**src/rtl/mdsf_pkg.sv**
```systemverilog
// Types and constants of the MAC and SSID dedupe filter
`default_nettype none
package mdsf_pkg;

   localparam int unsigned MAC_W   = 48;
   localparam int unsigned WORD_W  = 64;
   localparam int unsigned STAMP_W = 32;
   localparam logic [STAMP_W-1:0] COOLDOWN_RESET = 32'd8000;

   typedef struct packed {
      logic [MAC_W-1:0]  mac;
      logic [WORD_W-1:0] w0;
      logic [WORD_W-1:0] w1;
      logic [WORD_W-1:0] w2;
      logic [WORD_W-1:0] w3;
   } key_type;

   typedef struct packed {
      key_type            key;
      logic [STAMP_W-1:0] stamp;
   } entry_type;

   localparam int unsigned ENTRY_W = $bits(entry_type);

   typedef struct packed {
      logic hit;
      logic in_window;
   } cmp_res_type;

   typedef enum logic [2:0] {
      S_IDLE = 3'b001,
      S_SCAN = 3'b010,
      S_DONE = 3'b100
   } state_type;

endpackage
`default_nettype wire

```
**src/rtl/mdsf_cmp.sv**
```systemverilog
// Shared slot comparator: key equality and cooldown age check
`default_nettype none
module mdsf_cmp
   import mdsf_pkg::*;
(
   input  wire key_type            key_a,
   input  wire key_type            key_b,
   input  wire logic [STAMP_W-1:0] now_ms,
   input  wire logic [STAMP_W-1:0] stamp,
   input  wire logic [STAMP_W-1:0] cooldown_ms,
   output cmp_res_type             res
);

   logic [STAMP_W-1:0] age;

   assign age           = now_ms - stamp;
   assign res.hit       = (key_a == key_b);
   assign res.in_window = (age < cooldown_ms);

endmodule
`default_nettype wire

```
**config.mk**
```make
export PLATFORM = sky130hd
export DESIGN_NAME = mdsf_cmp
export DESIGN_NICKNAME = d
export VERILOG_FILES = /design/src/rtl/mdsf_pkg.sv /design/src/rtl/mdsf_cmp.sv
export SDC_FILE = /design/constraint.sdc
export NUM_CORES = 1
export LEC_CHECK = 0
export BUFFER_PORTS_ARGS = -buffer_cell sky130_fd_sc_hd__buf_2
export CAP_MARGIN = 0
export CORE_AREA = 5 5 268 270
export DETAILED_ROUTE_END_ITERATION = 10
export DIE_AREA = 0 0 273 275
export SLEW_MARGIN = 40
export SYNTH_ARGS = -nofsm -noshare
export SYNTH_HDL_FRONTEND = slang
export SYNTH_SLANG_ARGS = --single-unit
```
**constraint.sdc**
```tcl
create_clock -name vclk -period 9.5
set_input_delay 0.95 -clock vclk [all_inputs]
set_output_delay 0.95 -clock vclk [all_outputs]
set_load 0.05 [all_outputs]
```
-- After elaboration in Yosys (flattened, before gate mapping)
Index checks and enable logic that the tools add are counted.
- bits in registers: 0
- input port bits: 704
- output and inout bits: 2
- logic and storage cells: 3
- add/subtract/negate cells: 1
- order comparisons: 1
- equality and inequality tests: 1
- operators with widths (cell ; count):
    $eq A304 B304 Y1 ; 1
    $lt A32 B32 Y1 ; 1
    $sub A32 B32 Y32 ; 1

-- Longest topological paths before layout
- depth in word-level cells: 2
- mapped depth: 20
- depth with buffers taken out: 20

-- Worst setup path before layout
OpenSTA, ideal clock, no wires.
- kind: input to output
- from: input now_ms[0]
- to: output res[0] (netlist bit)
- data arrival time: 4.387 ns
- required time: 8.550 ns
- setup slack: 4.163 ns
- stages on the path: 20
- buffers on the path: 0
- cell sequence: inv_1 > ha_1 > inv_1 > fa_1 > a211oi_1 > nor4_1 > o21ai_1 > nand4_2 > a31oi_4 > o211ai_2 > a21oi_1 > xnor2_1 > ha_1 > a21o_1 > a21o_1 > a21oi_1 > o21ai_0 > a2111oi_0 > o211ai_1 > nand2_1
- RTL lines (what ; RTL line ; RTL):
    start, declared ; mdsf_cmp.sv:8 ; input wire logic [STAMP_W-1:0] now_ms,
    end, declared ; mdsf_cmp.sv:11 ; output cmp_res_type res

==> results.yml <==
final_layout:
  drive_above_1_share_pct: 48.9
  stdcell_count: 2459
  clock_buffers: 0
  layout.area.seq_um2: 0
  area_growth_pct: 83.5
  seq_cells: 0
  final_nets: 2237
  final.fill_count: 8077
  multi_input_area_um2: 5470
  fin_area_um2: 10600
  final_core_util_pct: 15.3
power:
  leakagePower_nw: 5.21
  finalPower_mw: 0.530
  ir_worst_vdd_v: 0.0000342
  powerDensity_nw_per_um2: 50.0
global_route:
  grt_pass1_vias: 8750
  antenna_found_initial: 169
  grt_max_degree: 9
  grt_pass1_wl_um: 85000
  grt_overflow_total: 0
  grtUsageTotal_pct: 17.1
min_path:
  worstHoldPathCells: 6
  min_path_type: "input port to output port"
  hold_end: "res[1]"
  hp-start: "key_a[52]"
yosys:
  syn_area_um2: 5780
  yosysWarnings: 0
  yosysSeqAreaShare_pct: 0
  syn_nets: 1531
  synth.mux.area_fraction_pct: 0
  syn-instance-count: 764
  postSynthAreaPerCell_um2: 7.56
  synth_compound_area_share_pct: 14.6
  synth_adder_area_share_pct: 13.8
  synth_xor_xnor_area_share_pct: 48.7
  synth-simple-area-share_pct: 17.6
  synth_top_family_by_area: "XOR/XNOR gates"
  synth_cell_types: 51
sta:
  max_freq_mhz: 170
  rsz0062_at_grt: "false"
  layout_setup_ws_ns: 3.63
  hold_violations: 0
  min_period_ns: 5.87
  final-setup-viol-count: 0
  maxSlewViolCount: 0
  tns_ns: 0
  maxSlewHeadroom_pct: 48.4
  tightest_slew_ns: 0.767
  period_share_pct: 61.8
  whs_ns: 2.52
setup_path:
  worstPathArrival_ns: 4.92
  path_class: "input port to output port"
  cp.required_ns: 8.55
  setup.worst_path.end_class: "output port"
  crit_fanout: 3
  startpoint_type: "input port"
drt:
  drtAntennaViolNets: 0
  drt_wl_total_um: 69300
  vias: 9139
  viasPerCell: 3.72
  wire_per_inst_um: 28.2
  drc_errors: 0
  drt_iter0_drc: 721
  firstDrtPassIters: 4
placement:
  gp_congestion: 0.963
  port_buffers: 706
  dpl.cell_count: 2408
  pre_cts_slack_ns: 3.62
  hpwl_um: 67100
  place_area_um2: 10500
flow_run:
  maxCapViolations: 0
floorplanning:
  dieArea_um2: 75100
  die_w_um: 273
  initial_utilization_pct: 8.34
  chipHeight_um: 275
  core_area_um2: 69300
  ios: 706
  num_rows: 97
cts:
  ctsHoldBuffers: 0
  cts_setup_buffers: 0
  cts_resized: 0
status:
  status: "finished, final reports clean"
metal layers:
layer  up-vias  track usage, %  part of all wire, %
met5         -               0                 0.65
met4        66            2.85                  3.2
met3       232            8.40                   13
met2       652            27.6                   44
met1      4024            20.9                   39
li1       4165               -                    -
logic make-up after synthesis:
logic type	after synthesis
AO/OA/AOI/OAI	119
XOR/XNOR	321
adder cells (fa/ha/maj)	63
buffers and inverters	81
AND/OR/NAND/NOR	180
worst max path at each step:
stage | start | end | cells past startpoint
4_1_cts | now_ms[0] | res[0] | 22
2_1_floorplan | now_ms[0] | res[0] | 20
6_report | now_ms[0] | res[0] | 22
3_3_place_gp | now_ms[0] | res[0] | 22
5_1_grt | now_ms[0] | res[0] | 22
3_5_place_dp | now_ms[0] | res[0] | 22
worst max-delay path, stage by stage:
cell and delay [ns]:
buf_2 0.09, inv_1 0.04, ha_1 0.16, inv_1 0.06
fa_1 0.43, a211oi_1 0.34, nor4_1 0.15, o21ai_1 0.18
nand4_2 0.16, a31oi_4 0.25, o211ai_2 0.11, a21oi_1 0.20
xnor2_1 0.09, ha_1 0.18, a21o_1 0.17, a21o_1 0.17
a21oi_1 0.13, o21ai_0 0.14, a2111oi_0 0.40, o211ai_1 0.14
nand2_1 0.11, buf_2 0.27
area by class of cell:
class / instances / area share, %
tap: 940 / 11.1
antenna: 51 / 1.20
timing repair buffer: 706 / 33.3
inverter: 79 / 2.80
multi-input combinational: 683 / 51.6
Yosys cell counts, types with 5 or more instances:
library cell    n  area share (%)
xnor2_1       169              26
xor2_1        152              23
inv_1          79             5.1
ha_1           62              13
nand4_1        58             6.3
nor4_1         49             5.3
a21oi_1        31             2.7
nor2_1         26             1.7
a21o_1         22             2.9
nand2_1        19             1.2
o21ai_0        13             1.1
nand3_1         6            0.52
nor3_1          6            0.52
a211oi_1        5            0.65
o211ai_1        5            0.65
o21ai_1         5            0.43
cell usage in the layout (no fill, tap or decap), drive strengths merged, types with 4 or more instances in the layout:
cell type / Yosys / layout
a211oi: 6 / 6
a21boi: 5 / 5
a21o: 22 / 22
a21oi: 31 / 31
a221oi: 4 / 4
and3: 5 / 5
buf: 1 / 706
diode: 0 / 51
ha: 62 / 62
inv: 79 / 79
nand2: 19 / 19
nand3: 6 / 6
nand4: 59 / 59
nor2: 26 / 26
nor3: 7 / 7
nor4: 49 / 49
o211ai: 6 / 6
o21a: 4 / 4
o21ai: 19 / 19
o221ai: 4 / 4
xnor2: 169 / 169
xor2: 152 / 152
power breakdown:
group | leakage [nW] | internal (mW) | total, mW | switching, mW
sequential | 0 | 0 | 0 | 0
clock | 0.000323 | 0.000000730 | 0.000000731 | 0
combinational | 5.21 | 0.265 | 0.530 | 0.265
(Power assumes the default switching activity.)
