**config.mk**
```make
export PLATFORM = sky130hd
export DESIGN_NAME = mdsf_ram
export DESIGN_NICKNAME = d
export VERILOG_FILES = /design/src/rtl/mdsf_ram.sv
export SDC_FILE = /design/constraint.sdc
export NUM_CORES = 1
export LEC_CHECK = 0
export ABC_AREA = 1
export BUFFER_PORTS_ARGS = -buffer_cell sky130_fd_sc_hd__buf_2
export CORE_MARGIN = 5
export CORE_UTILIZATION = 40
export CTS_CLUSTER_DIAMETER = 30
export DETAILED_ROUTE_END_ITERATION = 12
export PLACE_DENSITY = 0.62
export SLEW_MARGIN = 20
export SYNTH_ARGS = -nofsm -noshare
export SYNTH_HDL_FRONTEND = slang
export SYNTH_SLANG_ARGS = --single-unit
```
**constraint.sdc**
```tcl
create_clock -name clock -period 3.1 [get_ports clock]
set_clock_uncertainty 0.05 [all_clocks]
set_input_delay 0.31 -clock clock [delete_from_list [all_inputs] [get_ports clock]]
set_output_delay 0.31 -clock clock [all_outputs]
set_load 0.02 [all_outputs]
```
**src/rtl/mdsf_ram.sv**
```systemverilog
// Generic single-write, single-read RAM with registered read data
`default_nettype none
module mdsf_ram #(
   parameter int unsigned WIDTH = 8,
   parameter int unsigned DEPTH = 16
) (
   input  wire logic                                      clock,
   input  wire logic                                      wr_en,
   input  wire logic [(DEPTH > 1 ? $clog2(DEPTH) : 1)-1:0] wr_addr,
   input  wire logic [WIDTH-1:0]                          wr_data,
   input  wire logic                                      rd_en,
   input  wire logic [(DEPTH > 1 ? $clog2(DEPTH) : 1)-1:0] rd_addr,
   output logic      [WIDTH-1:0]                          rd_data
);

   logic [WIDTH-1:0] mem_ff [DEPTH];

   always_ff @(posedge clock) begin
      if (wr_en) begin
         mem_ff[wr_addr] <= wr_data;
      end
      if (rd_en) begin
         rd_data <= mem_ff[rd_addr];
      end
   end

endmodule
`default_nettype wire

```
Yosys cells after proc, flatten, opt, wreduce, memory -nomap -nowiden
Memory sizes are Yosys's and may differ from the RTL's. A register that Yosys moved wholly into a read port is not among the register bits.
Cells that the tools add are included.
{"block": "word_totals", "register_bits": 0, "ramBits": 128, "in_bits": 19, "out_inout_bits": 8, "elab_cells": 3, "n_memories": 1}
{"name": "mem_ff", "words": 16, "width": 8, "read_ports": 1, "rd_ports_with_merged_regs": 1, "wr": 1, "line_no": "16", "rtl": "logic [WIDTH-1:0] mem_ff [DEPTH];"}
{"block": "classes", "n_mux": 2}
{"cell": "two-way mux 1 bit", "count": 2}

Depth between registers and ports, before layout
{"block": "logic_depth", "depth_word": 2, "mapped_depth": 8, "ltp_nobuf": 7}

Worst setup path after synthesis
OpenSTA, ideal clock, no wires.
{"block": "synth_path", "kind": "input to register", "from": "in wr_addr[2] (netlist bit)", "to": "mem mem_ff[10][0], enable pin", "setup_ns": 0.370, "arrival_ns": 0.891, "required_ns": 2.680, "slack_ns": 1.789, "cell_stages": 2, "n_path_buf": 0, "path_cell_list": "nand3b_1 > nor2_1"}
{"item": "start: declaration", "line_no": "9", "rtl": "input wire logic [(DEPTH > 1 ? $clog2(DEPTH) : 1)-1:0] wr_addr,"}
{"item": "end: declaration", "line_no": "16"}
No word-level cell before the write port.

==> metrics.md <==
| Metric | Value |
|---|---|
| Status | `completed` |
| Synth Area per Inst | `between 10 and 15 um^2` |
| Vias in the first global route | `3672` |
| Die height | `131 um` |
| Total power | `4.34 mW` |
| Die Wd | `~130 um` |
| Share of cells above drive strength 1 | `0.102` |
| Worst-path fanout max | `33` |
| Drt pass-1 iters | `5` |
| Slowest-stage cell, CP | `inv_2` |
| Final routed DRC violation total | `0` |
| Worst EP required | `about 3.3 ns` |
| Hold Crit Class | `in2reg` |
| CTS buffer count | `17` |
| Worst Setup End Kind | `flop` |
| Worst hold start | `rd_en` |
| Simple-gate share of the synthesized area | `0.208` |
| Sequential share of the synthesized area | `0.698` |
| IO Pins | `27` |
| Clock buffer depth | `2` |
| Top_reg_cell synth | `edfxtp_1` |
| Clk_lat worst skew | `about 0.42 ns` |
| Mux share of post-synthesis cell area | `0` |
| Largest family of logic cells by synthesized area | `simple AND/OR/NAND/NOR gates` |
| Area leader, netlist | `edfxtp_1` |
| Avg WL per Cell | `17.7 um` |
| Cell count after synthesis | `551` |
| Core region area | `14400 um^2` |
| Hold depth | `1` |
| XOR/XNOR Fraction of Synth Area | `0` |
| Root buf cell | `clkbuf_16` |
| Fillers | `1319` |
| Final slew viol count | `0` |
| Antenna violations before repair | `0` |
| Ys async rst share | `0` |
| Post-CTS sizing | `0` |
| CP max stage delay | `0.44 ns` |
| Seq pwr share | `0.481` |
| Fin nets | `594` |
| R2R Setup Slk | `~1.8 ns` |
| Mapped Area | `5850 um^2` |
| GP Congestion | `0.825` |
| Kind of start point of the critical path | `primary input` |
| Port bufs | `26` |
| RSZ-0062 raised after global routing | `no` |
| Switch share | `0.218` |
| Max Cap Viol | `0` |
| NetSw | `0.944 mW` |
| Global-route wire length before repair | `21.1 mm` |
| Worst-path clk slew | `around 0.060 ns` |
| Die area | `17100 um^2` |
| Post-synth cell types | `11` |
| WL final | `13.6 mm` |
| GR Overflow Total | `0` |
| CTS H-tree lvls | `4` |
| Vias | `roughly 3800` |
| Tcrit/Tclk final | `0.503` |
| Dpl hpwl | `around 8.1 mm` |
| Worst path cell trace | `buf_2 -> inv_2 -> buf_12 -> nand2_1 -> nand2_1 -> nand2_1 -> nand3_1 -> nand3_1 -> nand2_1` |
| Setup_tns | `0 ns` |
| Row count | `between 40 and 50` |
| Initial drt markers | `430` |
| Clock power frac | `0.461` |
| Area added between synthesis and finish | `14.0%` |
| Count leader, synth | `nand2_1` |
| Cell mode on critical path | `nand2_1` |
| Final core occ | `0.462` |
| Post-layout minimum cycle time | `1.56 ns` |
| Synth top area share | `0.698` |
| ANT nets after route | `0` |
| Adder-cell share of the synthesized area | `0` |
| Post-synth EDFFs | `136` |
| Hold Vio Cnt, Final | `0` |
| Most instantiated cells after synthesis | `nand2_1 (173), edfxtp_1 (136), inv_1 (100)` |
| Met3 Use GR | `0.0341` |
| Starting Density | `0.405` |
| Setup crit start | `rd_addr[0]` |
| Worst Tran Pin Value | `1.11 ns` |
| Sink Count | `136` |
| Fmax | `641 MHz` |
| Met2 usage | `0.272` |
| Synth area leaders | `edfxtp_1 (70%), nand2_1 (11%), nand3_1 (8.3%), inv_1 (6.4%), buf_6 (1.2%)` |
| Leakage power | `2.82 nW` |
| Global-route usage over all layers | `0.170` |
| FF+latch count, synth | `136` |
| Ys Warns | `0` |
| RR Endpoint | `rd_data[5]` |
| Hold-fix buffers, CTS | `0` |
| Critical path class | `in2reg` |
| Largest net degree at the start of global routing | `65` |
| Pwr Density | `651 nW/um^2` |
| Grt met1 use | `0.232` |
| Worst vdd ir | `0.282 mV` |
| Hold slack | `0.204 ns` |
| Post-Syn Nets | `570` |
| Combinational power share | `0.058` |
| CTS tree | `done` |
| Setup violators final | `0` |
| Hold Path Sink | `rd_data[6]` |
| Post-CTS Setup Bufs | `0` |
| Slew headroom | `0.255` |
| Worst r2r path cells | `6` |
| Via density | `4.96` |
| Crit path DAT | `1.78 ns` |
| Synth Area in Compound Gates | `0` |
| P_int | `between 3 and 4 mW` |
| N_diodes | `0` |
| RR Startpoint | `mem_ff[1][5]` |
| GRT Max-Usage Layer | `met2` |
-- cell usage in the layout, fill, tap and decap left out --
master        n
buf_2        26
nand2_1     173
clkinv_1      1
bufinv_16     3
buf_4         2
clkinvlp_4    5
clkbuf_16    17
nand3_1      97
clkinv_4      1
nor2_1       17
inv_2         2
inv_1       100
buf_12        1
clkbuf_1      2
nand3b_1      2
clkinv_2      3
edfxtp_1    136
-- state kept, by name (all words and copies together), names as in the netlist --
name / cells
mem_ff: 128
rd_data: 8
-- area by class of cell --
| type | count | area, um^2 | share of cell area |
|---|---|---|---|
| Tap cell | 184 | 230 | 0.0345 |
| Inverter | 102 | 383 | 0.0575 |
| Multi-Input combinational cell | 289 | 1210 | 0.182 |
| Clock buffer | 19 | 433 | 0.0650 |
| Sequential cell | 136 | 4080 | 0.613 |
| Timing Repair Buffer | 29 | 165 | 0.0248 |
| Clock inverter | 13 | 155 | 0.0233 |
-- worst max-delay path, delay by kind of cell --
family | cells | cell delay, ns
and+or+nand+nor | 6 | 0.62
buffers and inverters | 3 | 0.82
-- power groups by stage --
| stage | sequential (mW) | combinational [mW] | clock, mW |
|---|---|---|---|
| after global placement | 2.12 | 0.248 | 0 |
| after floorplan | 2.13 | 0.145 | 0 |
| after global routing | 2.09 | 0.281 | 2.11 |
| after CTS | 2.08 | 0.255 | 2.02 |
| final | 2.08 | 0.252 | 2.00 |
| after detailed placement | 2.12 | 0.252 | 0 |
-- through the flow --
step / cell area [um^2] / setup WS, ns / std cells
after detailed placement: 6080 / 1.16 / 740
after CTS: 6660 / 1.58 / 772
after global placement: 6080 / 1.15 / 740
after floorplan: 5850 / 1.79 / 551
final: 6660 / 1.54 / 772
after global routing: 6660 / 1.46 / 772
-- worst max-delay path by stage --
stage                    end  slack, ns  cells after the start
6_report          rd_data[5]       1.54                      9
3_3_place_gp      rd_data[7]       1.15                      8
5_1_grt           rd_data[5]       1.46                      9
4_1_cts           rd_data[7]       1.58                      8
2_1_floorplan  mem_ff[10][0]       1.79                      2
3_5_place_dp      rd_data[5]       1.16                      8
-- per-layer routing --
| metal | part of all wire | routed length (um) |
|---|---|---|
| met1 | 0.44 | 6010 |
| met2 | 0.49 | 6660 |
| met4 | 0.011 | 145 |
| met5 | 0 | 0 |
| met3 | 0.061 | 827 |
-- cell families after synthesis --
kind of cell,count (synthesis)
AND/OR/NAND/NOR,289
flip-flops,136
buffers and inverters,126
(Power assumes the default switching activity.)
